`src/sv/sba_pkg.sv`:
```
// ============================================================================
// sba_pkg
// Shared types, constants and command codes of the spectrum bin averager.
// ============================================================================
package sba_pkg;

  localparam int BINS   = 1024;
  localparam int ADDR_W = (BINS > 1) ? $clog2(BINS) : 1;
  localparam int BIN_W  = 10;

  // divider geometry: 2 quotient bits per cycle
  localparam int DVD_W     = 50;
  localparam int DVS_W     = 17;
  localparam int DIV_STEPS = DVD_W / 2;
  localparam int DCNT_W    = $clog2(DIV_STEPS);

  localparam int QDEPTH = 2;
  localparam int QPTR_W = (QDEPTH > 1) ? $clog2(QDEPTH) : 1;
  localparam int QCNT_W = $clog2(QDEPTH + 1);

  // input function codes
  localparam logic [1:0] FN_ACC    = 2'd0;
  localparam logic [1:0] FN_READ   = 2'd1;
  localparam logic [1:0] FN_CLEAR  = 2'd2;
  localparam logic [1:0] FN_IGNORE = 2'd3;

  // mode register codes
  localparam logic [2:0] MD_NONE = 3'd0;
  localparam logic [2:0] MD_LIN  = 3'd1;
  localparam logic [2:0] MD_EXP  = 3'd2;
  localparam logic [2:0] MD_PEAK = 3'd3;
  localparam logic [2:0] MD_ENRG = 3'd4;

  // register indexes
  localparam logic CFG_MODE = 1'b0;
  localparam logic CFG_MAX  = 1'b1;

  // classified operation codes
  localparam logic [3:0] OP_PASS  = 4'd0;
  localparam logic [3:0] OP_LIN   = 4'd1;
  localparam logic [3:0] OP_EXP   = 4'd2;
  localparam logic [3:0] OP_PEAK  = 4'd3;
  localparam logic [3:0] OP_ENRG  = 4'd4;
  localparam logic [3:0] OP_HOLD  = 4'd5;
  localparam logic [3:0] OP_READ  = 4'd6;
  localparam logic [3:0] OP_RMS   = 4'd7;
  localparam logic [3:0] OP_CLEAR = 4'd8;
  localparam logic [3:0] OP_NOP   = 4'd9;

  typedef logic [ADDR_W-1:0] addr_t;

  typedef struct packed {
    logic [3:0]         op;
    logic               frame_end;
    logic               inrange;
    addr_t              addr;
    logic signed [23:0] sample;
  } cmd_t;

  typedef struct packed {
    logic             start;
    logic [DVD_W-1:0] dividend;
    logic [DVS_W-1:0] divisor;
  } div_req_t;

  typedef struct packed {
    logic             done;
    logic [DVD_W-1:0] quot;
    logic [DVS_W-1:0] rem;
  } div_rsp_t;

  function automatic addr_t bin_addr(input logic [BIN_W-1:0] b);
    logic [31:0] w;
    w = 32'(b);
    return w[ADDR_W-1:0];
  endfunction

  function automatic logic bin_ok(input logic [BIN_W-1:0] b);
    return 33'(b) < 33'(BINS);
  endfunction

endpackage

```
`src/sv/sba_div.sv`:
```
// ============================================================================
// sba_div
// Iterative unsigned divider, two quotient bits per cycle.
// ============================================================================
module sba_div
  import sba_pkg::*;
(
  input  logic     clk,
  input  logic     rst,
  input  div_req_t req,
  output div_rsp_t rsp
);

  logic [DVD_W-1:0]  work;
  logic [DVS_W-1:0]  rem;
  logic [DVS_W-1:0]  dvs;
  logic [DCNT_W-1:0] cnt;
  logic              busy;
  logic              done;
  logic [DVS_W:0]    r_a;
  logic [DVS_W:0]    r_b;
  logic              ge_a;
  logic              ge_b;

  always_comb begin
    r_a  = {rem, work[DVD_W-1]};
    ge_a = r_a >= {1'b0, dvs};
    if (ge_a) begin
      r_a = r_a - {1'b0, dvs};
    end
    r_b  = {r_a[DVS_W-1:0], work[DVD_W-2]};
    ge_b = r_b >= {1'b0, dvs};
    if (ge_b) begin
      r_b = r_b - {1'b0, dvs};
    end
  end

  assign rsp.done = done;
  assign rsp.quot = work;
  assign rsp.rem  = rem;

  always_ff @(posedge clk) begin
    if (rst) begin
      busy <= 1'b0;
      done <= 1'b0;
      cnt  <= '0;
    end else if (req.start) begin
      busy <= 1'b1;
      done <= 1'b0;
      cnt  <= '0;
    end else if (busy) begin
      cnt <= cnt + 1'b1;
      if (cnt == DCNT_W'(DIV_STEPS - 1)) begin
        busy <= 1'b0;
        done <= 1'b1;
      end
    end
  end

  always_ff @(posedge clk) begin
    if (req.start) begin
      work <= req.dividend;
      rem  <= '0;
      dvs  <= req.divisor;
    end else if (busy) begin
      work <= {work[DVD_W-3:0], ge_a, ge_b};
      rem  <= r_b[DVS_W-1:0];
    end
  end

endmodule

```
`config.mk`:
```
export PLATFORM = sky130hd
export DESIGN_NAME = sba_div
export DESIGN_NICKNAME = d
export VERILOG_FILES = /design/src/sv/sba_pkg.sv /design/src/sv/sba_div.sv
export SDC_FILE = /design/constraint.sdc
export NUM_CORES = 1
export LEC_CHECK = 0
export ABC_AREA = 1
export BUFFER_PORTS_ARGS = -buffer_cell sky130_fd_sc_hd__buf_2
export CORE_MARGIN = 5
export CORE_UTILIZATION = 25
export DETAILED_ROUTE_END_ITERATION = 8
export GPL_TIMING_DRIVEN = 0
export PLACE_DENSITY = 0.42
export SLEW_MARGIN = 20
export SYNTH_ARGS = -nofsm -noshare
export SYNTH_HDL_FRONTEND = slang
export SYNTH_SLANG_ARGS = --single-unit
```
`constraint.sdc`:
```
create_clock -name clk -period 8.6 [get_ports clk]
set_clock_uncertainty 0.2 [all_clocks]
set_input_delay 1.29 -clock clk [delete_from_list [all_inputs] [get_ports clk]]
set_output_delay 1.29 -clock clk [all_outputs]
set_load 0.005 [all_outputs]
```
# Word level (Yosys, flattened, before mapping)
# Cells that the tools add are included.
[word_totals] word_cells=22 input_bits=70 out_inout_bits=68 regBits=91
[op_classes] eq_ne=1 n_lt_le_gt_ge=2 add_sub_neg=3 mux=7 n_reduce_logical=3
[ops] cell="$mux 50" n=2
[ops] cell="$ge 18x17->1" n=2
[ops] cell="$mux 17" n=2
[ops] cell="$sub 17x17->17" n=2
[ops] cell="$add 5x1->5 const B" n=1
[ops] cell="$eq 5x5->1 const B" n=1
[ops] cell="$mux 1" n=3
[ops] cell="$reduce_and 2->1" n=1
[ops] cell="$reduce_bool 2->1" n=1
[ops] cell="$reduce_or 2->1" n=1

# Depth between registers and ports, before layout
[depth] word_depth=5 ltp_mapped=31 ltp_nobuf=30

# Least setup slack after synthesis
# No wires, ideal clock.
[synth_timing] path_kind="register to register" start="register work[49]" end="register work[0] (data pin)" stages_incl_launch_ff=27 synth_period_minus_slack_ps=3810 t_required_ps=8134 n_path_buf=2 setup_slack_ps=4790 arrival_ps=3345 cell_sequence="edfxtp_1 -> inv_1 -> ha_1 -> inv_1 -> fa_1 -> nand3_1 -> nand3_2 -> nand2_2 -> nand2_4 -> buf_2 -> or2_1 -> nand2_1 -> inv_1 -> ha_1 -> nand2_1 -> inv_1 -> nand2_1 -> inv_1 -> a21oi_1 -> nand2_1 -> nand2_1 -> nand2_1 -> nand2_2 -> nand2_4 -> nor2_8 -> buf_8 -> o21ai_1"
[synth_via] elab_chain_len=5 elab_cells_between_ends=6
[synth_rtl] element="start, declared" line="sba_div.sv:14" source="logic [DVD_W-1:0] work;"
[synth_rtl] element="start signal, assigned" line="sba_div.sv:62" source="work <= req.dividend;"
[synth_rtl] element="start signal, assigned" line="sba_div.sv:66" source="work <= {work[DVD_W-3:0], ge_a, ge_b};"
[synth_rtl] element="$sub 17x17->17 / $ge 18x17->1 (equally long branches)" line="sba_div.sv:29, sba_div.sv:27"
[synth_rtl] element="$mux 17 *" line="sba_div.sv:28" source="if (ge_a) begin"
[synth_rtl] element="$ge 18x17->1 *" line="sba_div.sv:32" source="ge_b = r_b >= {1'b0, dvs};"
[synth_rtl] element="$mux 50 *" line="sba_div.sv:65" source="end else if (busy) begin"
[synth_rtl] element="$mux 50 *" line="sba_div.sv:61" source="if (req.start) begin"
# Mark *: on every way between the ends. The rest lies on a longest branch, timed or not. The select of a mux whose other input is x is not followed.
# A chain may end at the register's enable or synchronous reset.

# Final worst setup path
# Same ends and word-level chain as after synthesis.

==> out/metrics.cfg <==
[timing]
period_needed_ps=4560
fmax_mhz=219
rsz0062_at_grt=no
finalSetupViolCount=0
setup_tns_ps=0
tightestPinTransition_ps=833
hold_violations=0
slew_headroom_pct=44.2
drv_slew=0
post-route-period-util_pct=53.1

[clock_network]
clkTransAtPathRegs_ps=70
cts-buffers-inserted=9
cts_root_buf=clkbuf_16
clock-sinks=91
hold_buffers=0
cts_setup_buffers=0
h-tree-depth=3
cts_tree=yes
cts_resized=0
clockBufferDepth=2
worst_skew_pair.late_latency_ps=350

[synth]
synth_top_area_share_pct=33.5
yosysWarnings=0
ys_seq_elements=91
yosysTopAreaCell=edfxtp_1
ys_types=46
synth-edff-count=67
synth_area_per_cell_um2=7.54
synth_fp_nets=903
yosysSeqAreaShare_pct=41.6
ys.flop_type=edfxtp_1
ys_top_cells_by_area=edfxtp_1, nand2_1, dfxtp_1
netlist_area_um2=6000
async_flop_share_pct=0
synthCells=795

[layout]
area_delta_synth_final_pct=23.3
fillers=2692
stdcell_area_um2=7400
instances_no_fill=1270
layout_commonest_cell=nand2_1
layout-drive-gt1-share_pct=20.9
final_nets=1051
fin_util_pct=31.4
final_cell_mix=nand2_1, buf_2, inv_1

[critical_path]
ff2ff_path_depth=25
r2r_slack_ps=4040
cp-startpoint=work[49]
cp_max_fo=10
rr_startpoint=work[49]
timing.rr.end=work[0]
critPathLaunchType=flip-flop
worst_ep_arrival_time_ps=4450
crit_type=flip-flop to flip-flop
end_kind=flip-flop
critPathRequiredTime_ps=8490

[die]
start_util_pct=25.5
core_um2=23500
core.rowCount=56
die_y_um=165
ios=138
fp.dieW_um=165
die_area_um2=27200

[power_and_ir_drop]
total_power_uw=2340
leakage_uw=0.00390
vdd_drop_max_mv=0.0976
pwr_density_cell_nw_per_um2=316

[place]
place_inst=1251
gp_congestion=0.802
placed_cell_area_um2=7090
numPortBuffers=137
dpl.hpwl_mm=14.5

[route]
ant_nets=0
firstDrtPassIters=4
vias=5400
drc=0
vias_per_cell=4.25
drt-total-wl_mm=17.9
drtIter0Drc=230
wire_per_inst_um=14.1

[worst_hold_path]
holdPathStages=2
min-delay-path-class=flip-flop to flip-flop
min_from=rem[14]
hold_end=rem[14]

[global_routing]
grt_pass1_vias=5423
overflow=0
track_usage_pct=13.4
grt_pass1_wl_mm=28.4
grt_max_degree=52
antenna_found_initial=6

[run_status]
status=finished, final reports clean

[flow_run]
max_cap_violations=0

[worst max-delay path by stage]
stage,to,slack (ps)
2_1_floorplan,work[0],4790
3_3_place_gp,work[2],3870
3_5_place_dp,work[0],4020
4_1_cts,work[0],4000
5_1_grt,rem[13],3630
6_report,work[0],4040
[per-stage QoR]
stage | hold WS, ps | setup WS, ps
CTS | 297 | 4000
floorplan | 259 | 4790
finish | 294 | 4040
detailed placement | 278 | 4020
global route | 318 | 3630
global placement | 278 | 3870
[critical path: stages, from the launching register on]
cell and delay (ps):
edfxtp_1 440, inv_1 90, ha_1 140, inv_1 90, fa_1 470, nand3_1 140
nand3_2 150, nand2_2 190, nand2_4 100, buf_2 200, o21ai_0 310, inv_1 90
ha_1 360, nand2_1 160, inv_1 50, nand2_1 80, nand3_2 120, nand2_1 100
nand2_1 110, nand2_1 80, nand2_1 60, nand2_2 110, nand2_4 80, nor2_8 170
buf_8 180, o21ai_1 60
[routing by layer]
metal	routed length (um)	track usage (%)	vias to the layer above
met5	53	0	-
met4	141	3.78	8
met3	1260	3.67	15
met2	8040	21.0	118
met1	8400	18.0	2434
li1	-	-	2825
[state kept, by name, indices dropped and copies added (netlist names)]
name,flops
rem,17
done,1
dvs,17
cnt,5
busy,1
work,50
[synth_stat cells (3+ instances only)]
master      n
nand2_1   338
inv_1      95
edfxtp_1   67
nand3_1    41
ha_1       36
nor2_1     33
a21oi_1    30
dfxtp_1    24
nand2_2    16
o21ai_0    14
xnor2_1    12
clkbuf_1   11
or2_1       8
xor2_1      8
nor3_1      5
o21bai_1    4
a31oi_1     3
buf_2       3
nand2_4     3
nand3_2     3
nand3b_1    3
nand4_1     3
o21a_1      3
or2_2       3
[final cells by class]
type / instances / area, um2 / area share (%)
timing repair buffer: 137 / 686 / 9.27
tap: 319 / 399 / 5.39
clock inverter: 7 / 80.1 / 1.08
antenna: 3 / 7.51 / 0.101
sequential: 91 / 2490 / 33.7
multi-input combinational: 586 / 3030 / 40.9
buffer: 20 / 113 / 1.52
inverter: 98 / 370 / 5.01
clock buffer: 9 / 225 / 3.04
[where the power goes]
part           switching, uW  total, uW  internal [uW]
clock network            199        407            208
logic                    830       1340            514
registers               50.1        591            540
[cells by family after synthesis]
family / share of synthesized area, %
XOR/XNOR: 2.92
buffers and inverters: 8.01
AO/OA/AOI/OAI: 5.72
AND/OR/NAND/NOR: 33.6
adder cells (fa/ha/maj): 8.18
flip-flops: 41.6
(Power assumes the default switching activity.)
