File: config.mk
export PLATFORM = sky130hd
export DESIGN_NAME = sba_queue
export DESIGN_NICKNAME = d
export VERILOG_FILES = /design/src/sv/sba_pkg.sv /design/src/sv/sba_queue.sv
export SDC_FILE = /design/constraint.sdc
export NUM_CORES = 1
export LEC_CHECK = 0
export BUFFER_PORTS_ARGS = -buffer_cell sky130_fd_sc_hd__buf_2
export CORE_MARGIN = 3
export CORE_UTILIZATION = 50
export DETAILED_ROUTE_END_ITERATION = 7
export PLACE_DENSITY = 0.75
export SLEW_MARGIN = 15
export SYNTH_ARGS = -nofsm -noshare
export SYNTH_HDL_FRONTEND = slang
export SYNTH_SLANG_ARGS = --single-unit
File: constraint.sdc
create_clock -name clk -period 2.75 [get_ports clk]
set_input_delay 0.1375 -clock clk [delete_from_list [all_inputs] [get_ports clk]]
set_output_delay 0.1375 -clock clk [all_outputs]
set_load 0.05 [all_outputs]
File: src/sv/sba_pkg.sv
// ============================================================================
// sba_pkg
// Shared types, constants and command codes of the spectrum bin averager.
// ============================================================================
package sba_pkg;

  localparam int BINS   = 1024;
  localparam int ADDR_W = (BINS > 1) ? $clog2(BINS) : 1;
  localparam int BIN_W  = 10;

  // divider geometry: 2 quotient bits per cycle
  localparam int DVD_W     = 50;
  localparam int DVS_W     = 17;
  localparam int DIV_STEPS = DVD_W / 2;
  localparam int DCNT_W    = $clog2(DIV_STEPS);

  localparam int QDEPTH = 2;
  localparam int QPTR_W = (QDEPTH > 1) ? $clog2(QDEPTH) : 1;
  localparam int QCNT_W = $clog2(QDEPTH + 1);

  // input function codes
  localparam logic [1:0] FN_ACC    = 2'd0;
  localparam logic [1:0] FN_READ   = 2'd1;
  localparam logic [1:0] FN_CLEAR  = 2'd2;
  localparam logic [1:0] FN_IGNORE = 2'd3;

  // mode register codes
  localparam logic [2:0] MD_NONE = 3'd0;
  localparam logic [2:0] MD_LIN  = 3'd1;
  localparam logic [2:0] MD_EXP  = 3'd2;
  localparam logic [2:0] MD_PEAK = 3'd3;
  localparam logic [2:0] MD_ENRG = 3'd4;

  // register indexes
  localparam logic CFG_MODE = 1'b0;
  localparam logic CFG_MAX  = 1'b1;

  // classified operation codes
  localparam logic [3:0] OP_PASS  = 4'd0;
  localparam logic [3:0] OP_LIN   = 4'd1;
  localparam logic [3:0] OP_EXP   = 4'd2;
  localparam logic [3:0] OP_PEAK  = 4'd3;
  localparam logic [3:0] OP_ENRG  = 4'd4;
  localparam logic [3:0] OP_HOLD  = 4'd5;
  localparam logic [3:0] OP_READ  = 4'd6;
  localparam logic [3:0] OP_RMS   = 4'd7;
  localparam logic [3:0] OP_CLEAR = 4'd8;
  localparam logic [3:0] OP_NOP   = 4'd9;

  typedef logic [ADDR_W-1:0] addr_t;

  typedef struct packed {
    logic [3:0]         op;
    logic               frame_end;
    logic               inrange;
    addr_t              addr;
    logic signed [23:0] sample;
  } cmd_t;

  typedef struct packed {
    logic             start;
    logic [DVD_W-1:0] dividend;
    logic [DVS_W-1:0] divisor;
  } div_req_t;

  typedef struct packed {
    logic             done;
    logic [DVD_W-1:0] quot;
    logic [DVS_W-1:0] rem;
  } div_rsp_t;

  function automatic addr_t bin_addr(input logic [BIN_W-1:0] b);
    logic [31:0] w;
    w = 32'(b);
    return w[ADDR_W-1:0];
  endfunction

  function automatic logic bin_ok(input logic [BIN_W-1:0] b);
    return 33'(b) < 33'(BINS);
  endfunction

endpackage

File: src/sv/sba_queue.sv
// ============================================================================
// sba_queue
// Short command FIFO between the front end and the back end.
// ============================================================================
module sba_queue
  import sba_pkg::*;
(
  input  logic clk,
  input  logic rst,
  input  logic push_valid,
  output logic push_ready,
  input  cmd_t push_cmd,
  output logic pop_valid,
  input  logic pop_ready,
  output cmd_t pop_cmd
);

  cmd_t              slots [QDEPTH];
  logic [QPTR_W-1:0] wptr;
  logic [QPTR_W-1:0] rptr;
  logic [QCNT_W-1:0] count;
  logic              do_push;
  logic              do_pop;

  assign push_ready = count != QCNT_W'(QDEPTH);
  assign pop_valid  = count != '0;
  assign pop_cmd    = slots[rptr];
  assign do_push    = push_valid && push_ready;
  assign do_pop     = pop_valid && pop_ready;

  always_ff @(posedge clk) begin
    if (rst) begin
      wptr  <= '0;
      rptr  <= '0;
      count <= '0;
    end else begin
      if (do_push) begin
        wptr <= (wptr == QPTR_W'(QDEPTH - 1)) ? '0 : wptr + 1'b1;
      end
      if (do_pop) begin
        rptr <= (rptr == QPTR_W'(QDEPTH - 1)) ? '0 : rptr + 1'b1;
      end
      if (do_push && !do_pop) begin
        count <= count + 1'b1;
      end else if (do_pop && !do_push) begin
        count <= count - 1'b1;
      end
    end
  end

  always_ff @(posedge clk) begin
    if (do_push) begin
      slots[wptr] <= push_cmd;
    end
  end

endmodule

# After elaboration in Yosys (flattened, before gate mapping)
# Memory sizes are Yosys's and may differ from the RTL's. A register that Yosys moved wholly into a read port is not among the register bits.
# Index checks and enable logic that the tools add are counted.
[op_classes]
n_reduce_logical = 8
muxes = 8
addsub = 4
n_eq_ne = 1
[ops]
columns = ["op", "count"]
rows = [
  ["$mux W1", 6],
  ["$logic_and A1 B1 Y1", 4],
  ["$mux W2", 2],
  ["$reduce_bool A2 Y1", 2],
  ["$add A1 B1 Y1 const B", 2],
  ["$add A2 B1 Y2 const B", 1],
  ["$logic_not A1 Y1", 2],
  ["$ne A2 B2 Y1 const B", 1],
  ["$sub A2 B1 Y2 const B", 1],
]
[totals]
output_inout_bits = 42
n_memories = 1
reg_bits = 4
ram_bits = 80
[memory_table]
columns = ["memory", "words", "width", "read_ports", "rd_clocked_by_memory_dff", "write_ports", "line", "source"]
rows = [
  ["slots", 2, 40, 1, 1, 1, "sba_queue.sv:18", "cmd_t slots [QDEPTH];"],
]

# Logic depth before layout (Yosys ltp)
# Gate-level depths: netlist of run 1.
[logic_depth]
ltp_word = 6
mapped_depth = 6

# Worst setup path before layout of run 1
# OpenSTA, ideal clock, no wires.
[synth_path]
path_kind = "reg-to-reg"
start = "register count[0]"
end = "memory slots[1][0] in the netlist's numbering, enable pin"
path_stages_with_launch = 3
path_buffers = 0
synth_period_minus_slack_ns = 2.395
setup_slack_ns = 0.355
setup_ns = 0.401
t_arrival_ns = 1.994
cell_sequence = "dfxtp_1 nand2b_1 and3_1"
[synth_between]
elab_chain_cells = 4
[synth_lines]
columns = ["item", "line", "source"]
rows = [
  ["start, declared", "sba_queue.sv:21", "logic [QCNT_W-1:0] count;"],
  ["start signal, assigned", "sba_queue.sv:44", "count <= count + 1'b1;"],
  ["start signal, assigned", "sba_queue.sv:46", "count <= count - 1'b1;"],
  ["$ne A2 B2 Y1", "sba_queue.sv:25", "assign push_ready = count != QCNT_W'(QDEPTH);"],
  ["via push_ready", "sba_queue.sv:11", "output logic push_ready,"],
  ["$logic_and A1 B1 Y1", "sba_queue.sv:28", "assign do_push = push_valid && push_ready;"],
  ["$mux W1", "sba_queue.sv:52", "if (do_push) begin"],
  ["$mux W1 (not written as such)", "sba_queue.sv:53", "slots[wptr] <= push_cmd;"],
  ["end, declared", "sba_queue.sv:18", ""],
]
# The timed path passes the listed nets, and every way through them passes these cells.

==> summary.md, run 1 <==
| Metric | Value |
|---|---|
| Die Ht | `84.7 µm` |
| Chip width | `84.7 µm` |
| Maximum vdd drop | `706 µV` |
| Hold Fails Final Rpt | `0` |
| PortBufs | `85` |
| Final period utilization | `73.9%` |
| Cts bufs inserted | `9` |
| Post-Route WL | `5260 µm` |
| DRC | `0` |
| Via count of the routed design | `1,728` |
| Setup TNS | `0 ps` |
| Synth async-reset ratio | `0%` |
| Ys flop type | `edfxtp_1` |
| First-pass GRT wire length | `8180 µm` |
| DR iter-0 viols | `95` |
| Max incr delay on CP | `610 ps` |
| # Post-CTS Setup Buffers | `0` |
| Post-synthesis cell type count | `17` |
| RSZ-0062 raised after global routing | `false` |
| Worst skew pair latency | `340 ps` |
| Startpoint types | `register` |
| Gr ovfl total | `0` |
| Nets | `331` |
| Max-slew headroom | `65.4%` |
| Leakage | `0.00164 µW` |
| CTS clk-pin slew, worst paths | `80 ps` |
| Nature of the critical path endpoint | `primary output` |
| Layout Skew | `11.0 ps` |
| Setup violators final | `0` |
| CP Class | `reg2out` |
| Htree depth | `3` |
| Vias per cell | `4.72` |
| Crit-path slowest cell | `dfxtp_2` |
| Number of enable flip-flop cells after synthesis | `80` |
| GPL Wtd Cong | `0.698` |
| Syn_area_per_cell | `20.9 µm²` |
| CTS max path bufs | `2` |
| Final Critical Period | `2030 ps` |
| Fin util | `71.9%` |
| Cell Area, Synth | `0.00310 mm²` |
| Syn_nets | `193` |
| Antenna cells | `0` |
| Cells after synthesis | `148` |
| Crit path required time | `2610 ps` |
| Routed Antenna Nets | `0` |
| PD cells | `963 mW/mm²` |
| Register bit total from synthesis | `85` |
| DR WL/cell | `14.4 µm` |
| Worst Hold Class | `in2reg` |
| Worst-path fanout max | `20` |
| Top Ports | `86` |
| Vias in the first global route | `1,776` |
| Worst Tran Pin Value | `519 ps` |
| Detailed Routing Iterations Pass 1 | `4` |
| Detailed Place HPWL | `3410 µm` |
| Critical Path, Cell by Cell | `buf_4, mux2_2, buf_2` |
| Synth Warn # | `0` |
| Number of max-cap violations | `0` |
| Initial core utilization | `52.0%` |
| Antenna violations before repair | `0` |
| CTS tree | `yes` |
| Crit path arrival time | `1890 ps` |
| Layout cell share with drive strength beyond 1 | `51.5%` |
| CTS root buffer | `clkbuf_8` |
| Status | `completed` |
| GRT Util Overall | `15.3%` |
| Register area share after synthesis | `80.8%` |
| Row count | `28` |
| Max Freq | `0.492 GHz` |
| R2R setup slack | `1030 ps` |
| Largest net degree at the start of global routing | `22` |
| Die area | `0.00717 mm²` |
| # fillers | `381` |
| Area grow syn2layout | `38.3%` |
| Core footprint | `0.00596 mm²` |
| Sink Count | `85` |
| Slew Limit Fails | `0` |
## path summary, 6_finish.rpt
kind	startpoint	endpoint	depth (start not counted)
max	register	pop_cmd[23]	3
min	push_valid	wptr	3
max reg2reg	count[0]	slots[1][24]	3
min reg2reg	rptr	register	2
## layer usage
layer	part of all wire (%)	track usage, %	up-vias
met5	0	0	-
met4	2.2	8.63	0
met3	4.6	3.53	10
met2	51	25.7	55
met1	42	18.0	811
li1	-	-	852
## final cells by class
cell class                      count  area (µm²)  share of cell area, %
Clock buffer                       10         138                   3.21
Clock inverter                      6        86.3                   2.02
Inverter                            1        3.75                 0.0877
Multi-Input combinational cell     58         571                   13.3
Timing Repair Buffer              131         886                   20.7
Tap cell                           75        93.8                   2.19
Sequential cell                    85        2500                   58.5
## worst max-delay path, delay by kind of cell, from the launching register on
kind                   cells  cell delay, ps
DFF                        1             610
muxes                      1             370
buffers and inverters      2             560
## cells in the mapped netlist, drive strengths merged, types with 2 or more instances
library cell   n  area share (%)
a21oi          2            0.32
xor2           3            0.85
dfxtp          5             3.2
mux2          40              15
buf            4            0.65
o21ai          2            0.32
edfxtp        80              78
nor2           3            0.36
## sequential cells by signal, indices dropped and copies added (netlist names), named ones only
name and count:
wptr 1, slots 80, count 2, rptr 1
## repair_timing
item                      4_1_cts  5_1_grt
resized for setup               0        0
hold endpoints to repair       81        0
hold buffers                   41        0
## kinds of logic after synthesis
group | synth area share [%]
DFF | 80.8
muxes | 14.6
and+or+nand+nor | 1.62
AOI/OAI and AO/OA | 0.970
buffers and inverters | 0.768
xor gates and xnor gates | 0.849
adders and majority gates | 0.404
## per-stage QoR
| step | setup slack, ps | instance area, µm² | hold slack, ps | power, µW | std cells |
|---|---|---|---|---|---|
| global placement | 1020 | 3650 | 325 | 3170 | 309 |
| global route | 574 | 4280 | 113 | 4290 | 366 |
| CTS | 673 | 4280 | 97.9 | 4160 | 366 |
| detailed placement | 1040 | 3650 | 329 | 3180 | 309 |
| floorplan | 355 | 3100 | 207 | 2860 | 148 |
| finish | 719 | 4280 | 115 | 4120 | 366 |
## layout by cell type, fill, tap and decap left out, types with 2 or more instances in the layout
cell / instances
clkinv_2: 2
buf_4: 4
a21oi_1: 2
bufinv_16: 2
buf_2: 85
mux2_2: 40
dlygate4sd3_1: 41
dfxtp_1: 4
nor2_1: 3
o21ai_0: 2
xor2_1: 3
clkbuf_8: 10
edfxtp_1: 80
## power by group
group | total (µW) | leakage [µW] | internal [µW] | switching, µW
Combinational | 1490 | 0.000735 | 458 | 1030
Sequential | 1700 | 0.000789 | 1620 | 83.2
Clock | 934 | 0.000112 | 534 | 400
No activity file was read; power rests on OpenSTA's default activity.
==> run 2: changes to the inputs <==
==> constraint.sdc (replaced) <==
create_clock -name clk -period 2.07 [get_ports clk]
set_input_delay 0.1035 -clock clk [delete_from_list [all_inputs] [get_ports clk]]
set_output_delay 0.1035 -clock clk [all_outputs]
set_load 0.05 [all_outputs]
==> run 2 against run 1 <==
  * Total power up 33%
  * Sequential share of layout area about the same
  * Sequential power up 31%
  * Combinational power up 38%
  * Critical path type unchanged
  * Wire length up 8.9%
  * Critical path depth unchanged
  * Largest power group unchanged
  * Design area about the same
  * First-iteration DRC count up 3.2%
  * Non-clock buffer count down 1
==> summary.md, run 2 (synthesis gave the netlist of run 1 again) <==
| Metric | Value |
|---|---|
| Status | `completed` |
| Post-Route WL | `5730 µm (+8.9%)` |
| Reg with most FFs | `slots` |
| Cts bufs inserted | `9 (unchanged)` |
| Vias in the first global route | `1,866 (+5.1%)` |
| Chip width | `84.7 µm (unchanged)` |
| Number of max-cap violations | `0 (unchanged)` |
| DR iter-0 viols | `98 (+3.2%)` |
| Commonest non-fill, non-tap cell in the layout | `buf_2` |
| Startpoint types | `register` |
| CTS clk-pin slew, worst paths | `80 ps (about the same)` |
| Top flop regs | `slots: 80 flops, count: 2 flops` |
| WHS | `108 ps (-7.64 ps)` |
| PD cells | `1280 mW/mm² (+33%)` |
| RSZ-0062 raised after global routing | `false` |
| Worst skew pair latency | `340 ps (about the same)` |
| Sink Count | `85 (unchanged)` |
| Max incr delay on CP | `380 ps (-230 ps)` |
| Highest-count cells in the layout ignoring fill and taps | `buf_2 (85), edfxtp_1 (80), dlygate4sd3_1 (41)` |
| Crit path arrival time | `1550 ps (-340 ps)` |
| Crit-path slowest cell | `mux2_2` |
| Leakage | `0.00163 µW (-0.52%)` |
| Gr ovfl total | `0 (unchanged)` |
| PortBufs | `85 (unchanged)` |
| Layout Skew | `7.01 ps (-4.02 ps)` |
| Worst Hold Class | `in2reg` |
| # Post-CTS Setup Buffers | `0 (unchanged)` |
| Nature of the critical path endpoint | `primary output` |
| Nets | `330 (-0.30%)` |
| Worst-path fanout max | `22 (+10%)` |
| Setup TNS | `0 ps (unchanged)` |
| Crit path required time | `1970 ps (-640 ps)` |
| Antenna violations before repair | `0 (unchanged)` |
| CTS root buffer | `clkbuf_8` |
| Max-slew headroom | `78.3% (+13 points)` |
| Worst Tran Pin Value | `322 ps (-197 ps)` |
| Buf/Inv on CP | `2 (unchanged)` |
| Hold_buf cts | `41 (unchanged)` |
| Vias per cell | `4.84 (+2.6%)` |
| Top Ports | `86 (unchanged)` |
| First-pass GRT wire length | `9140 µm (+12%)` |
| Core footprint | `0.00596 mm² (unchanged)` |
| CTS max path bufs | `2 (unchanged)` |
| Detailed Routing Iterations Pass 1 | `4 (unchanged)` |
| Maximum vdd drop | `731 µV (+3.6%)` |
| Resized cells post-CTS | `0 (unchanged)` |
| Max reg flops | `80 (unchanged)` |
| Max Freq | `0.605 GHz` |
| Htree depth | `3 (unchanged)` |
| DRC | `0 (unchanged)` |
| Largest net degree at the start of global routing | `41 (+86%)` |
| Hold Fails Final Rpt | `0 (unchanged)` |
| R2R Path Start | `count[0]` |
| Die Ht | `84.7 µm (unchanged)` |
| Area grow syn2layout | `38.3% (about the same)` |
| Kind of cell adding the most delay to the critical path | `buffers and inverters` |
| Detailed Place HPWL | `3620 µm (+6.0%)` |
| Initial core utilization | `52.0% (unchanged)` |
| Critical Path, Cell by Cell | `buf_4, mux2_2, buf_2` |
| Hold Crit Start | `push_valid` |
| CTS tree | `yes` |
| Final Critical Period | `1650 ps` |
| Routed Antenna Nets | `0 (unchanged)` |
| Via count of the routed design | `1,768 (+2.3%)` |
| GRT Util Overall | `16.9% (+1.6 points)` |
| CP Class | `reg2out` |
| DR WL/cell | `15.7 µm (+9.2%)` |
| Setup violators final | `0 (unchanged)` |
| Final period utilization | `79.8%` |
| Die area | `0.00717 mm² (unchanged)` |
| GPL Wtd Cong | `0.732 (+4.7%)` |
| Antenna cells | `0 (unchanged)` |
| Row count | `28 (unchanged)` |
| Layout cell share with drive strength beyond 1 | `51.4% (-0.17 points)` |
| Slew Limit Fails | `0 (unchanged)` |
-- run 2: cell types whose count changed in the layout (fill, tap and decap cells not counted), sizes merged --
cell,delta
clkinvlp,+1
buf,-1
clkbuf,-1
-- run 2: layer usage --
metal  GRT usage [%]  up-vias  wire length [µm]
li1                -      849                 -
met4            7.77        0                88
met1            20.0      860              2370
met3            3.93        8               293
met2            29.1       51              2970
met5               0        -                 0
-- run 2: final timing paths --
kind,endpoint,slack (ps),cells past startpoint
max,pop_cmd[23],420,3
min,wptr,110,3
min reg2reg,count[1],520,2
max reg2reg,count[1],460,5
-- run 2: area by class of cell --
class,instances,area (µm²)
Tap cell,75,93.8
Clock buffer,9,124
Timing Repair Buffer,130,891
Clock inverter,7,90.1
Fill cell,402,1680
Sequential cell,85,2500
Multi-Input combinational cell,58,571
Inverter,1,7.51
-- run 2: power by group --
| part | leakage (µW) | internal (µW) | switching [µW] | total [µW] |
|---|---|---|---|---|
| sequential | 0.000789 | 2150 | 67.8 | 2220 |
| combinational | 0.000733 | 618 | 1430 | 2050 |
| clock | 0.000107 | 673 | 541 | 1210 |
| total | 0.00163 | 3440 | 2040 | 5480 |
-- run 2: worst reg2reg max path, stage by stage, from the launching register on --
cell	delay, ps
dfxtp_1	350
nand2b_1	200
and2_1	180
ha_1	330
or3_1	360
a21oi_1	140
-- run 2: stage by stage --
| stage | cell area, µm² | cells | total power, µW | utilization, % | setup WS [ps] |
|---|---|---|---|---|---|
| finish | 4280 | 365 | 5480 | 71.9 | 418 |
| floorplan | 3100 | 148 | 3800 | - | 36.2 |
| detailed placement | 3660 | 308 | 4260 | 61.4 | 470 |
| global route | 4280 | 365 | 5710 | 71.9 | 342 |
| global placement | 3660 | 308 | 4220 | 61.4 | 520 |
| CTS | 4280 | 365 | 5540 | 71.9 | 391 |
