## src/sv/sba_pkg.sv

```systemverilog
// ============================================================================
// sba_pkg
// Shared types, constants and command codes of the spectrum bin averager.
// ============================================================================
package sba_pkg;

  localparam int BINS   = 1024;
  localparam int ADDR_W = (BINS > 1) ? $clog2(BINS) : 1;
  localparam int BIN_W  = 10;

  // divider geometry: 2 quotient bits per cycle
  localparam int DVD_W     = 50;
  localparam int DVS_W     = 17;
  localparam int DIV_STEPS = DVD_W / 2;
  localparam int DCNT_W    = $clog2(DIV_STEPS);

  localparam int QDEPTH = 2;
  localparam int QPTR_W = (QDEPTH > 1) ? $clog2(QDEPTH) : 1;
  localparam int QCNT_W = $clog2(QDEPTH + 1);

  // input function codes
  localparam logic [1:0] FN_ACC    = 2'd0;
  localparam logic [1:0] FN_READ   = 2'd1;
  localparam logic [1:0] FN_CLEAR  = 2'd2;
  localparam logic [1:0] FN_IGNORE = 2'd3;

  // mode register codes
  localparam logic [2:0] MD_NONE = 3'd0;
  localparam logic [2:0] MD_LIN  = 3'd1;
  localparam logic [2:0] MD_EXP  = 3'd2;
  localparam logic [2:0] MD_PEAK = 3'd3;
  localparam logic [2:0] MD_ENRG = 3'd4;

  // register indexes
  localparam logic CFG_MODE = 1'b0;
  localparam logic CFG_MAX  = 1'b1;

  // classified operation codes
  localparam logic [3:0] OP_PASS  = 4'd0;
  localparam logic [3:0] OP_LIN   = 4'd1;
  localparam logic [3:0] OP_EXP   = 4'd2;
  localparam logic [3:0] OP_PEAK  = 4'd3;
  localparam logic [3:0] OP_ENRG  = 4'd4;
  localparam logic [3:0] OP_HOLD  = 4'd5;
  localparam logic [3:0] OP_READ  = 4'd6;
  localparam logic [3:0] OP_RMS   = 4'd7;
  localparam logic [3:0] OP_CLEAR = 4'd8;
  localparam logic [3:0] OP_NOP   = 4'd9;

  typedef logic [ADDR_W-1:0] addr_t;

  typedef struct packed {
    logic [3:0]         op;
    logic               frame_end;
    logic               inrange;
    addr_t              addr;
    logic signed [23:0] sample;
  } cmd_t;

  typedef struct packed {
    logic             start;
    logic [DVD_W-1:0] dividend;
    logic [DVS_W-1:0] divisor;
  } div_req_t;

  typedef struct packed {
    logic             done;
    logic [DVD_W-1:0] quot;
    logic [DVS_W-1:0] rem;
  } div_rsp_t;

  function automatic addr_t bin_addr(input logic [BIN_W-1:0] b);
    logic [31:0] w;
    w = 32'(b);
    return w[ADDR_W-1:0];
  endfunction

  function automatic logic bin_ok(input logic [BIN_W-1:0] b);
    return 33'(b) < 33'(BINS);
  endfunction

endpackage

```

## src/sv/sba_in_if.sv

```systemverilog
// ============================================================================
// sba_in_if
// Input item channel: valid/ready handshake with the item fields.
// ============================================================================
interface sba_in_if;
  logic               valid;
  logic               ready;
  logic [1:0]         func;
  logic [9:0]         bin;
  logic signed [23:0] sample;
  logic               last_bin;

  modport source (output valid, func, bin, sample, last_bin, input ready);
  modport sink (input valid, func, bin, sample, last_bin, output ready);
endinterface

```

## src/sv/sba_front.sv

```systemverilog
// ============================================================================
// sba_front
// Accepts input transactions and classifies them into back-end commands.
// ============================================================================
module sba_front
  import sba_pkg::*;
(
  input  logic        clk,
  input  logic        rst,
  input  logic [2:0]  mode,
  sba_in_if.sink      item,
  output logic        push_valid,
  input  logic        push_ready,
  output cmd_t        push_cmd
);

  logic held;
  cmd_t cmd;
  cmd_t cls;

  assign item.ready = !held || push_ready;
  assign push_valid = held;
  assign push_cmd   = cmd;

  always_comb begin
    cls.addr      = bin_addr(item.bin);
    cls.inrange   = bin_ok(item.bin);
    cls.sample    = item.sample;
    cls.frame_end = (item.func == FN_ACC) && item.last_bin;
    case (item.func)
      FN_ACC: begin
        case (mode)
          MD_NONE: cls.op = OP_PASS;
          MD_LIN:  cls.op = OP_LIN;
          MD_EXP:  cls.op = OP_EXP;
          MD_PEAK: cls.op = OP_PEAK;
          MD_ENRG: cls.op = OP_ENRG;
          default: cls.op = OP_HOLD;
        endcase
      end
      FN_READ:  cls.op = (mode == MD_ENRG) ? OP_RMS : OP_READ;
      FN_CLEAR: cls.op = OP_CLEAR;
      default:  cls.op = OP_NOP;
    endcase
  end

  always_ff @(posedge clk) begin
    if (rst) begin
      held <= 1'b0;
    end else if (item.valid && item.ready) begin
      held <= 1'b1;
    end else if (push_ready) begin
      held <= 1'b0;
    end
  end

  always_ff @(posedge clk) begin
    if (item.valid && item.ready) begin
      cmd <= cls;
    end
  end

endmodule

```

## src/flat_wrapper.sv

```systemverilog
// flat-port wrapper written by rule: the top's interface ports become plain ports
module sba_front_flat import sba_pkg::*;
  (clk, rst, mode, push_valid, push_ready, push_cmd, item_valid, item_func, item_bin, item_sample, item_last_bin, item_ready);
  sba_in_if item_i ();
  input  logic clk;
  input  logic rst;
  input  logic [2:0] mode;
  output logic push_valid;
  input  logic push_ready;
  output cmd_t push_cmd;
  input wire logic [$bits(item_i.valid)-1:0] item_valid;
  input wire logic [$bits(item_i.func)-1:0] item_func;
  input wire logic [$bits(item_i.bin)-1:0] item_bin;
  input wire logic [$bits(item_i.sample)-1:0] item_sample;
  input wire logic [$bits(item_i.last_bin)-1:0] item_last_bin;
  output wire logic [$bits(item_i.ready)-1:0] item_ready;
  assign item_i.valid = item_valid;
  assign item_i.func = item_func;
  assign item_i.bin = item_bin;
  assign item_i.sample = item_sample;
  assign item_i.last_bin = item_last_bin;
  assign item_ready = item_i.ready;
  sba_front u_core (.clk(clk), .rst(rst), .mode(mode), .item(item_i), .push_valid(push_valid), .push_ready(push_ready), .push_cmd(push_cmd));
endmodule
```

## config.mk

```make
export PLATFORM = sky130hd
export DESIGN_NAME = sba_front_flat
export DESIGN_NICKNAME = d
export VERILOG_FILES = /design/src/sv/sba_pkg.sv /design/src/sv/sba_in_if.sv /design/src/sv/sba_front.sv /design/src/flat_wrapper.sv
export SDC_FILE = /design/constraint.sdc
export NUM_CORES = 1
export LEC_CHECK = 0
export BUFFER_PORTS_ARGS = -buffer_cell sky130_fd_sc_hd__buf_4
export CORE_MARGIN = 2
export CORE_UTILIZATION = 36
export CTS_CLUSTER_SIZE = 25
export DETAILED_ROUTE_END_ITERATION = 16
export PLACE_DENSITY = 0.73
export SLEW_MARGIN = 25
export SYNTH_ARGS = -nofsm -noshare
export SYNTH_HDL_FRONTEND = slang
export SYNTH_SLANG_ARGS = --single-unit
```

## constraint.sdc

```tcl
create_clock -name clk -period 1.7 [get_ports clk]
set_clock_uncertainty 0.05 [all_clocks]
set_input_delay 0.34 -clock clk [delete_from_list [all_inputs] [get_ports clk]]
set_output_delay 0.34 -clock clk [all_outputs]
set_load 0.1 [all_outputs]
```

# == Word-level counts from Yosys, hierarchy flattened ==
# Cells that the tools add are included.
# op_classes
eq_ne,6
n_mux,5
reduce_logical,7
# ops
cell,n
$pmux 3 s5,1
$pmux 4 s3,1
$eq 3x2->1 const B,2
$eq 3x1->1 const B,1
$eq 3x3->1 const B,1
$logic_not 3->1,1
$mux 1,3
$eq 2x1->1 const B,1
$eq 2x2->1 const B,1
$logic_and 1x1->1,2
$logic_not 2->1,1
$reduce_bool 2->1,1
$logic_not 1->1,1
$logic_or 1x1->1,1
# totals
regBits,40
wordCells,23

# == Depth between registers and ports, before layout ==
# Gate-level depths: netlist of the first run.
# logic_depth
word_depth,4
depth_mapped,2
depth_no_buf,2

# == Least setup slack after synthesis of the first run ==
# OpenSTA, ideal clock, no wires.
# synth_path
kind,register to register
startpoint,register u_core.held (netlist: u_core.push_valid)
endpoint,"register u_core.cmd, in the netlist u_core.push_cmd[0], enable pin"
setup_time_ns,0.437
arrival_time_ns,2.625
setup_slack_ns,-1.413
path_stages_with_launch,3
period_less_slack_ns,3.113
cell_sequence,dfxtp_1 -> nand2b_1 -> and2_1
# synth_between
elab_chain_len,3
# synth_rtl
item,line,text
"start, declared",sba_front.sv:17,logic held;
"start signal, assigned",sba_front.sv:49,held <= 1'b0;
"start signal, assigned",sba_front.sv:51,held <= 1'b1;
"start signal, assigned",sba_front.sv:53,held <= 1'b0;
$logic_not 1->1,sba_front.sv:21,assign item.ready = !held || push_ready;
$logic_or 1x1->1,sba_front.sv:21,
net item_ready,flat_wrapper.sv:16,output wire logic [$bits(item_i.ready)-1:0] item_ready;
$logic_and 1x1->1,sba_front.sv:58,if (item.valid && item.ready) begin
"end signal, assigned",sba_front.sv:59,cmd <= cls;
"end, declared",sba_front.sv:18,cmd_t cmd;
# The timed path passes the listed nets, and every way through them passes these cells.
# A chain may end at the register's enable or synchronous reset.

# == Final worst setup path of the first run ==
# layout_path
startpoint,register u_core.held (netlist: u_core.push_valid)
endpoint,output port item_ready
# layout_between
elab_chain_len,2
# layout_rtl
item,line
$logic_not 1->1,sba_front.sv:21
$logic_or 1x1->1,sba_front.sv:21
"end, declared",flat_wrapper.sv:16
# Every way passes these cells.

==> flow_metrics.tcl, run 1 <==
set metrics [dict create \
    final_antenna_net_count 0 \
    drt_iter0_markers 46 \
    num_antenna_cells 0 \
    crit_arrival_ps 1050 \
    slew_violations 0 \
    wl_um 2830 \
    core-area_um2 3390 \
    dr.pass1.iters 4 \
    p_leak_nw 0.873 \
    rows 21 \
    ys_warn_count 0 \
    max_freq_mhz 697 \
    wl_per_cell_um 14.5 \
    dieWidth_um 64.1 \
    drcViolationCount 0 \
    clockBufferDepth 2 \
    postCtsSetupRepairBufs 0 \
    drv_cap 0 \
    grt_max_degree 40 \
    p_total_mw 2.25 \
    ir_worst_vdd_v 0.000460 \
    hold_viol 0 \
    critPathSlowestCell "dfxtp_2" \
    clk_pin_slew_ps 100 \
    start_util_pct 38.3 \
    yosysUniqueCellTypes 15 \
    area_delta_synth_final_pct 58.3 \
    cp.required_ps 1310 \
    powerDensity_nw_per_um2 1090 \
    cts.repair.resized 0 \
    synthCells 58 \
    hold_ws_ps 88.4 \
    dieArea_um2 4100 \
    grt_pass1_wl_um 4220 \
    cts_buffers 5 \
    syn_area_per_cell_um2 22.4 \
    crit_path_start_kind "flop" \
    crit_family "flip-flops" \
    crit_type "flop to output pin" \
    drive_gt1_share_pct 63.1 \
    crit_chain "nand2b_4 -> buf_4" \
    max_stage_delay_ps 350 \
    grt.total_usage_pct 14.7 \
    finalSetupViolCount 0 \
    htree_levels 2 \
    status "finished clean" \
    fin_crit_ps 1440 \
    dr_total_vias 845 \
    n_fill_cell 269 \
    ys_ff_latch 40 \
    syn_area_um2 1300 \
    antenna_found_initial 0 \
    cp_max_fo 3 \
    place_congestion 0.677 \
    hold_buffers 0 \
    crit_path_end_kind "output pin" \
    cts_num_sinks 40 \
    nets 192 \
    seq_area_frac_synth_pct 91.7 \
    fp.dieH_um 64.1 \
    rsz0062_at_grt "false" \
    avgViaCountPerCell 4.33 \
    grt.overflow.total 0 \
    timing.final.crit_share_pct 84.4 \
    portBuffers 84 \
    clock_latency_ps 330 \
    timing.critical_path.buf_inv 1 \
    root_buffer "clkbuf_4" \
    syn-num-nets 102 \
    hold_class "input pin to flop" \
    pin_count 86 \
    cts_tree "built" \
    grt_pass1_vias 825 \
    setup_tns_ps 0 \
]
-- report_power, final --
group          internal [mW]  leakage (nW)  switching (mW)
registers               1.15         0.387          0.0173
clock network          0.159        0.0269           0.276
logic                  0.148         0.460           0.495
total                   1.46         0.873           0.788
-- kinds of logic after synthesis --
kind of cell | after synthesis | synth area share [%]
AOI/OAI and AO/OA | 4 | 2.31
buffers and inverters | 4 | 1.45
DFF | 40 | 91.7
other | 1 | 0.289
and+or+nand+nor | 9 | 4.24
-- per-stage QoR --
step | util, % | worst slack, ps | area (um^2) | cells
5_1_grt | 60.6 | 233 | 2060 | 195
2_1_floorplan | - | 8.32 | 1310 | 58
3_3_place_gp | 59.2 | 446 | 2010 | 187
6_report | 60.6 | 264 | 2060 | 195
3_5_place_dp | 59.2 | 411 | 2010 | 187
4_1_cts | 60.6 | 254 | 2060 | 195
-- layout by cell type, fill, tap and decap left out, types with 2 or more instances in the layout --
master | netlist | layout
nor2b_1 | 2 | 2
a21oi_1 | 2 | 2
edfxtp_1 | 39 | 39
nor2_1 | 2 | 2
clkbuf_4 | 0 | 5
inv_1 | 2 | 2
buf_4 | 1 | 84
clkbuf_1 | 1 | 2
-- sequential cells by signal, summed over array words and instances (netlist names) --
register and count:
u_core.push_cmd 39, u_core.push_valid 1
-- final timing paths --
| check | start | depth (start not counted) | to | slack [ps] |
|---|---|---|---|---|
| setup / recovery | u_core.push_valid | 2 | item_ready | 260 |
| hold / removal | rst | 2 | u_core.push_valid | 90 |
| setup reg to reg | u_core.push_valid | 3 | u_core.push_cmd[25] | 540 |
| hold reg to reg | u_core.push_valid | 2 | u_core.push_valid | 460 |
-- synth_stat cells --
cell       n  share of area, %
a211oi_1   1              0.58
conb_1     1              0.29
buf_4      1              0.58
a21oi_1    2              0.77
edfxtp_1  39                90
nor2b_1    2              0.96
nor2_1     2              0.58
inv_1      2              0.58
and2_1     1              0.48
clkbuf_1   1              0.29
nor3b_1    1              0.58
nand2b_1   2              0.96
or3b_1     1              0.67
dfxtp_1    1               1.5
a211oi_2   1              0.96
-- per-layer routing --
metal / part of all wire (%) / up-vias / global-route usage, % / wire (um)
li1: - / 397 / - / -
met1: 38 / 385 / 16.8 / 1070
met2: 48 / 59 / 23.4 / 1370
met3: 12 / 4 / 6.69 / 331
met4: 2.1 / 0 / 7.34 / 58
met5: 0 / - / 0 / 0
-- cell type report --
| class | count | area (um^2) | share of cell area [%] |
|---|---|---|---|
| timing repair buffer | 85 | 651 | 31.6 |
| tap | 46 | 57.6 | 2.80 |
| clock inverter | 1 | 3.75 | 0.183 |
| sequential | 40 | 1190 | 58.0 |
| inverter | 2 | 7.51 | 0.365 |
| multi-input combinational | 14 | 98.8 | 4.81 |
| clock buffer | 7 | 45.0 | 2.19 |
Note: power is estimated with default switching activity, not from simulation.
==> run 2, diff against run 1 <==
==> constraint.sdc (replaced) <==
create_clock -name clk -period 1.3 [get_ports clk]
set_clock_uncertainty 0.05 [all_clocks]
set_input_delay 0.26 -clock clk [delete_from_list [all_inputs] [get_ports clk]]
set_output_delay 0.26 -clock clk [all_outputs]
set_load 0.1 [all_outputs]
==> run 2 against run 1 <==
  * Count of clock-buffer cells in the layout fell by 1
  * Routed wire length up 0.96%
  * Hold slack worse by 47 ps
  * Utilization rose by 6.9 points
  * Die area unchanged
  * Sequential share of layout area is 5.8 points lower
  * First-iteration DRC count fell by 28%
  * Global-route usage shrank 0.80 points
  * Non-clock buffer count is 3 higher
  * Sequential power grew 32%
  * Setup slack worse by 250 ps
  * Design area up 11%
  * Largest cell class unchanged
==> flow_metrics.tcl, run 2 (synthesized netlist as in run 1, its figures left out) <==
set metrics [dict create \
    dieArea_um2 4100 \
    cts_num_sinks 40 \
    crit_type "flop to output pin" \
    antenna_found_initial 0 \
    crit_path_end_kind "output pin" \
    max_stage_delay_ps 430 \
    ir_worst_vdd_v 0.000604 \
    fin_crit_ps 1290 \
    grt.total_usage_pct 14.0 \
    crit_path_start_kind "flop" \
    cts_tree "built" \
    portBuffers 84 \
    cp_max_fo 1 \
    rows 21 \
    layout_setup_ws_ps 14.0 \
    finalSetupViolCount 0 \
    clockBufferDepth 2 \
    max_freq_mhz 778 \
    timing.final.crit_share_pct 98.9 \
    fp.dieH_um 64.1 \
    setup_tns_ps 0 \
    clock_latency_ps 330 \
    grt_max_degree 31 \
    grt_pass1_wl_um 4040 \
    clk_pin_slew_ps 110 \
    hold_class "input pin to flop" \
    area_delta_synth_final_pct 76.2 \
    grt.overflow.total 0 \
    root_buffer "clkbuf_4" \
    place_congestion 0.693 \
    cp.required_ps 990 \
    wl_per_cell_um 14.4 \
    p_int_mw 2.16 \
    timing.critical_path.buf_inv 1 \
    multi_input_area_um2 98.8 \
    power_frac_seq_pct 48.1 \
    largest_reg_flops 39 \
    hold_ws_ps 41.8 \
    final_common_cell "buf_4" \
    grt_pass1_vias 826 \
    combPwrFrac_pct 28.1 \
    drv_cap 0 \
    layout_common_cells "buf_4, edfxtp_1, buf_6, clkbuf_4, buf_8" \
    crit_arrival_ps 980 \
    dr_total_vias 857 \
    p_leak_nw 0.963 \
    drcViolationCount 0 \
    htree_levels 2 \
    critPathSlowestCell "edfxtp_1" \
    n_fill_cell 224 \
    p_total_mw 3.21 \
    nets 195 \
    p_sw_share_pct 32.6 \
    drt_iter0_markers 33 \
    status "finished clean" \
    drive_gt1_share_pct 64.5 \
    avgViaCountPerCell 4.33 \
    pin_count 86 \
    num_antenna_cells 0 \
    crit_family "flip-flops" \
    start_util_pct 38.3 \
    final_antenna_net_count 0 \
    pwr-share-clk_pct 23.8 \
    rrSetupSlack_ps 60 \
    slew_violations 0 \
    netSwitchingPower_mw 1.05 \
    core-area_um2 3390 \
    wl_um 2850 \
    dp_hpwl_um 2110 \
    cts_buffers 5 \
    post-place-ws_ps 142 \
    crit_chain "buf_6" \
    dr.pass1.iters 4 \
    seqCellArea_um2 1190 \
    powerDensity_nw_per_um2 1400 \
    rsz0062_at_grt "true" \
    dieWidth_um 64.1 \
    hold_viol 0 \
]
==> run 2: changes by cell type in the layout (fill, tap and decap cells not counted), sizes merged <==
cell / before / now
bufinv: 0 / 1
buf: 85 / 87
dlygate4sd3: 0 / 1
clkbuf: 7 / 6
==> run 2: cell type report <==
cell class              count  area share (%)
clock inverters             2            1.53
flip-flops and latches     40            52.2
inverters                   2           0.328
clock buffers               6            1.80
repair buffers             88            37.3
well taps                  46            2.52
multi-input cells          14            4.32
==> run 2: timing repair <==
item | 4_1_cts | 5_1_grt
resized for setup | 17 | 30
endpoints found under the hold margin | 1 | 0
endpoints found under the setup margin | 15 | 33
hold buffers | 1 | 0
setup buffers | 0 | 1
==> run 2: final timing paths <==
path	from	endpoint	cells after the start
setup / recovery	u_core.push_cmd[16]	push_cmd[16]	1
hold / removal	item_bin[9]	u_core.push_cmd[33]	1
setup reg to reg	u_core.push_valid	u_core.push_cmd[15]	4
hold reg to reg	u_core.push_valid	u_core.push_valid	2
==> run 2: layer usage <==
| metal | global-route usage [%] | share of wire, % |
|---|---|---|
| met1 | 14.6 | 36 |
| met4 | 7.34 | 1.1 |
| met2 | 22.4 | 50 |
| met3 | 7.57 | 13 |
| met5 | 0 | 0 |
==> run 2: per-stage QoR <==
| step | instance area [um^2] | utilization, % | std cells |
|---|---|---|---|
| 5_1_grt | 2290 | 67.5 | 198 |
| 6_report | 2290 | 67.5 | 198 |
| 2_1_floorplan | 1310 | - | 58 |
| 3_3_place_gp | 2020 | 59.5 | 188 |
| 3_5_place_dp | 2020 | 59.5 | 188 |
| 4_1_cts | 2170 | 64.0 | 197 |
==> run 2: power by group through the flow <==
stage / Sequential [mW] / Combinational, mW / Clock, mW
after detailed placement: 1.56 / 0.845 / 0
final: 1.54 / 0.902 / 0.764
after floorplan: 2.09 / 0.0689 / 0
after global routing: 1.55 / 0.926 / 0.852
after CTS: 1.53 / 0.869 / 0.792
after global placement: 1.55 / 0.838 / 0
==> run 3, diff against run 2 <==
--- a/config.mk
+++ b/config.mk
@@ -7,10 +7,11 @@
 export LEC_CHECK = 0
 export BUFFER_PORTS_ARGS = -buffer_cell sky130_fd_sc_hd__buf_4
 export CORE_MARGIN = 2
-export CORE_UTILIZATION = 36
+export CORE_UTILIZATION = 46
+export CTS_BUF_LIST = sky130_fd_sc_hd__clkbuf_2 sky130_fd_sc_hd__clkbuf_4 sky130_fd_sc_hd__clkbuf_8
 export CTS_CLUSTER_SIZE = 25
 export DETAILED_ROUTE_END_ITERATION = 16
-export PLACE_DENSITY = 0.73
+export PLACE_DENSITY = 0.87
 export SLEW_MARGIN = 25
 export SYNTH_ARGS = -nofsm -noshare
 export SYNTH_HDL_FRONTEND = slang
==> constraint.sdc (replaced) <==
create_clock -name clk -period 1.5 [get_ports clk]
set_clock_uncertainty 0.05 [all_clocks]
set_input_delay 0.3 -clock clk [delete_from_list [all_inputs] [get_ports clk]]
set_output_delay 0.3 -clock clk [all_outputs]
set_load 0.1 [all_outputs]
==> run 3 against run 2 <==
  * Final cell count down 9.1%
  * Non-clock buffer count decreased by 3
  * Setup slack better by 77 ps
  * Largest cell class unchanged
  * Count of clock-buffer cells in the layout fell by 1
  * Via count down 1.8%
  * Largest power group unchanged
  * Register-to-register slack gained 270 ps
  * Flip-flop and latch count unchanged
==> flow_metrics.tcl, run 3 (synthesized netlist as in run 1, its figures left out) <==
set metrics [dict create \
    dieArea_um2 3260 \
    powerDensity_nw_per_um2 1320 \
    grt.total_usage_pct 17.3 \
    status "finished clean" \
    dieWidth_um 57.1 \
    postCtsSetupRepairBufs 0 \
    start_util_pct 47.9 \
    hold_viol 0 \
    avgViaCountPerCell 4.68 \
    grt_max_degree 40 \
    layout_common_cells "buf_4, edfxtp_1, clkbuf_4" \
    grt_pass1_vias 872 \
    grt.busiest_layer "met2" \
    crit_path_start_kind "flop" \
    drv_cap 0 \
    grt.overflow.total 0 \
    cts_tree "built" \
    portBuffers 84 \
    largest_reg_flops 39 \
    layout_setup_ws_ps 91.3 \
    cts_buffers 5 \
    grt_pass1_wl_um 4010 \
    hold_class "input pin to flop" \
    crit_type "flop to output pin" \
    p_total_mw 2.74 \
    dr.pass1.iters 4 \
    nets 192 \
    crit_arrival_ps 1060 \
    finalSetupViolCount 0 \
    area_delta_synth_final_pct 59.4 \
    root_buffer "clkbuf_4" \
    max_stage_delay_ps 370 \
    pin_count 86 \
    drt_iter0_markers 27 \
    clk_pin_slew_ps 120 \
    timing.final.crit_share_pct 93.9 \
    rows 19 \
    dr_total_vias 842 \
    max_freq_mhz 710 \
    drcViolationCount 0 \
    cp.required_ps 1150 \
    num_antenna_cells 0 \
    rsz0062_at_grt "false" \
    post-place-ws_ps 261 \
    htree_levels 2 \
    clock_latency_ps 330 \
    placed_cell_area_um2 1990 \
    p_leak_nw 0.888 \
    slew_violations 0 \
    dp_hpwl_um 1930 \
    fp.dieH_um 57.1 \
    cts.repair.resized 0 \
    clockBufferDepth 2 \
    final_area_um2 2070 \
    cts_num_sinks 40 \
    wl_per_cell_um 14.6 \
    ir_worst_vdd_v 0.00118 \
    place_congestion 0.641 \
    place_inst 172 \
    fin_cells 180 \
    fin_util_pct 76.4 \
    crit_path_end_kind "output pin" \
    setup_tns_ps 0 \
    cp_max_fo 3 \
    core-area_um2 2710 \
    crit_chain "nand2b_4 -> buf_4" \
    critPathSlowestCell "dfxtp_4" \
    hold_ws_ps 40.4 \
    antenna_found_initial 0 \
    fin_crit_ps 1410 \
    final_antenna_net_count 0 \
    final_common_cell "buf_4" \
    grt_util_met1_pct 17.8 \
    drive_gt1_share_pct 65.1 \
    grt_use_met2_pct 29.2 \
    hold_buffers 0 \
    met3_usage_pct 8.39 \
    wl_um 2630 \
]
[run 3: critical path, delay by kind of cell, from the launching register on]
kind          cells  cell delay, ps
flops             1             370
simple gates      1              70
buf+inv           1             280
[run 3: per-layer routing]
metal	vias to the layer above	wire length [um]	part of all wire, %
li1	395	-	-
met1	382	864	33
met2	60	1400	53
met3	5	318	12
met4	0	43	1.6
met5	-	0	0
[run 3: report_power, final]
| group | internal, mW | total (mW) | switching [mW] |
|---|---|---|---|
| combinational | 0.168 | 0.727 | 0.559 |
| sequential | 1.30 | 1.32 | 0.0197 |
| clock | 0.348 | 0.692 | 0.345 |
| total | 1.82 | 2.74 | 0.924 |
[run 3: final cells by class]
| class | instances | area, um^2 |
|---|---|---|
| sequential | 40 | 1190 |
| timing repair buffer | 85 | 651 |
| fill | 167 | 639 |
| multi-input combinational | 14 | 98.8 |
| clock inverter | 3 | 42.5 |
| tap | 31 | 38.8 |
| clock buffer | 5 | 37.5 |
| inverter | 2 | 7.51 |
[run 3: worst paths after layout]
kind	slack, ps	cells after the start	endpoint	from
hold reg to reg	470	2	u_core.push_valid	u_core.push_valid
setup / recovery	90	2	item_ready	u_core.push_valid
hold / removal	40	2	u_core.push_valid	rst
setup reg to reg	330	3	u_core.push_cmd[23]	u_core.push_valid
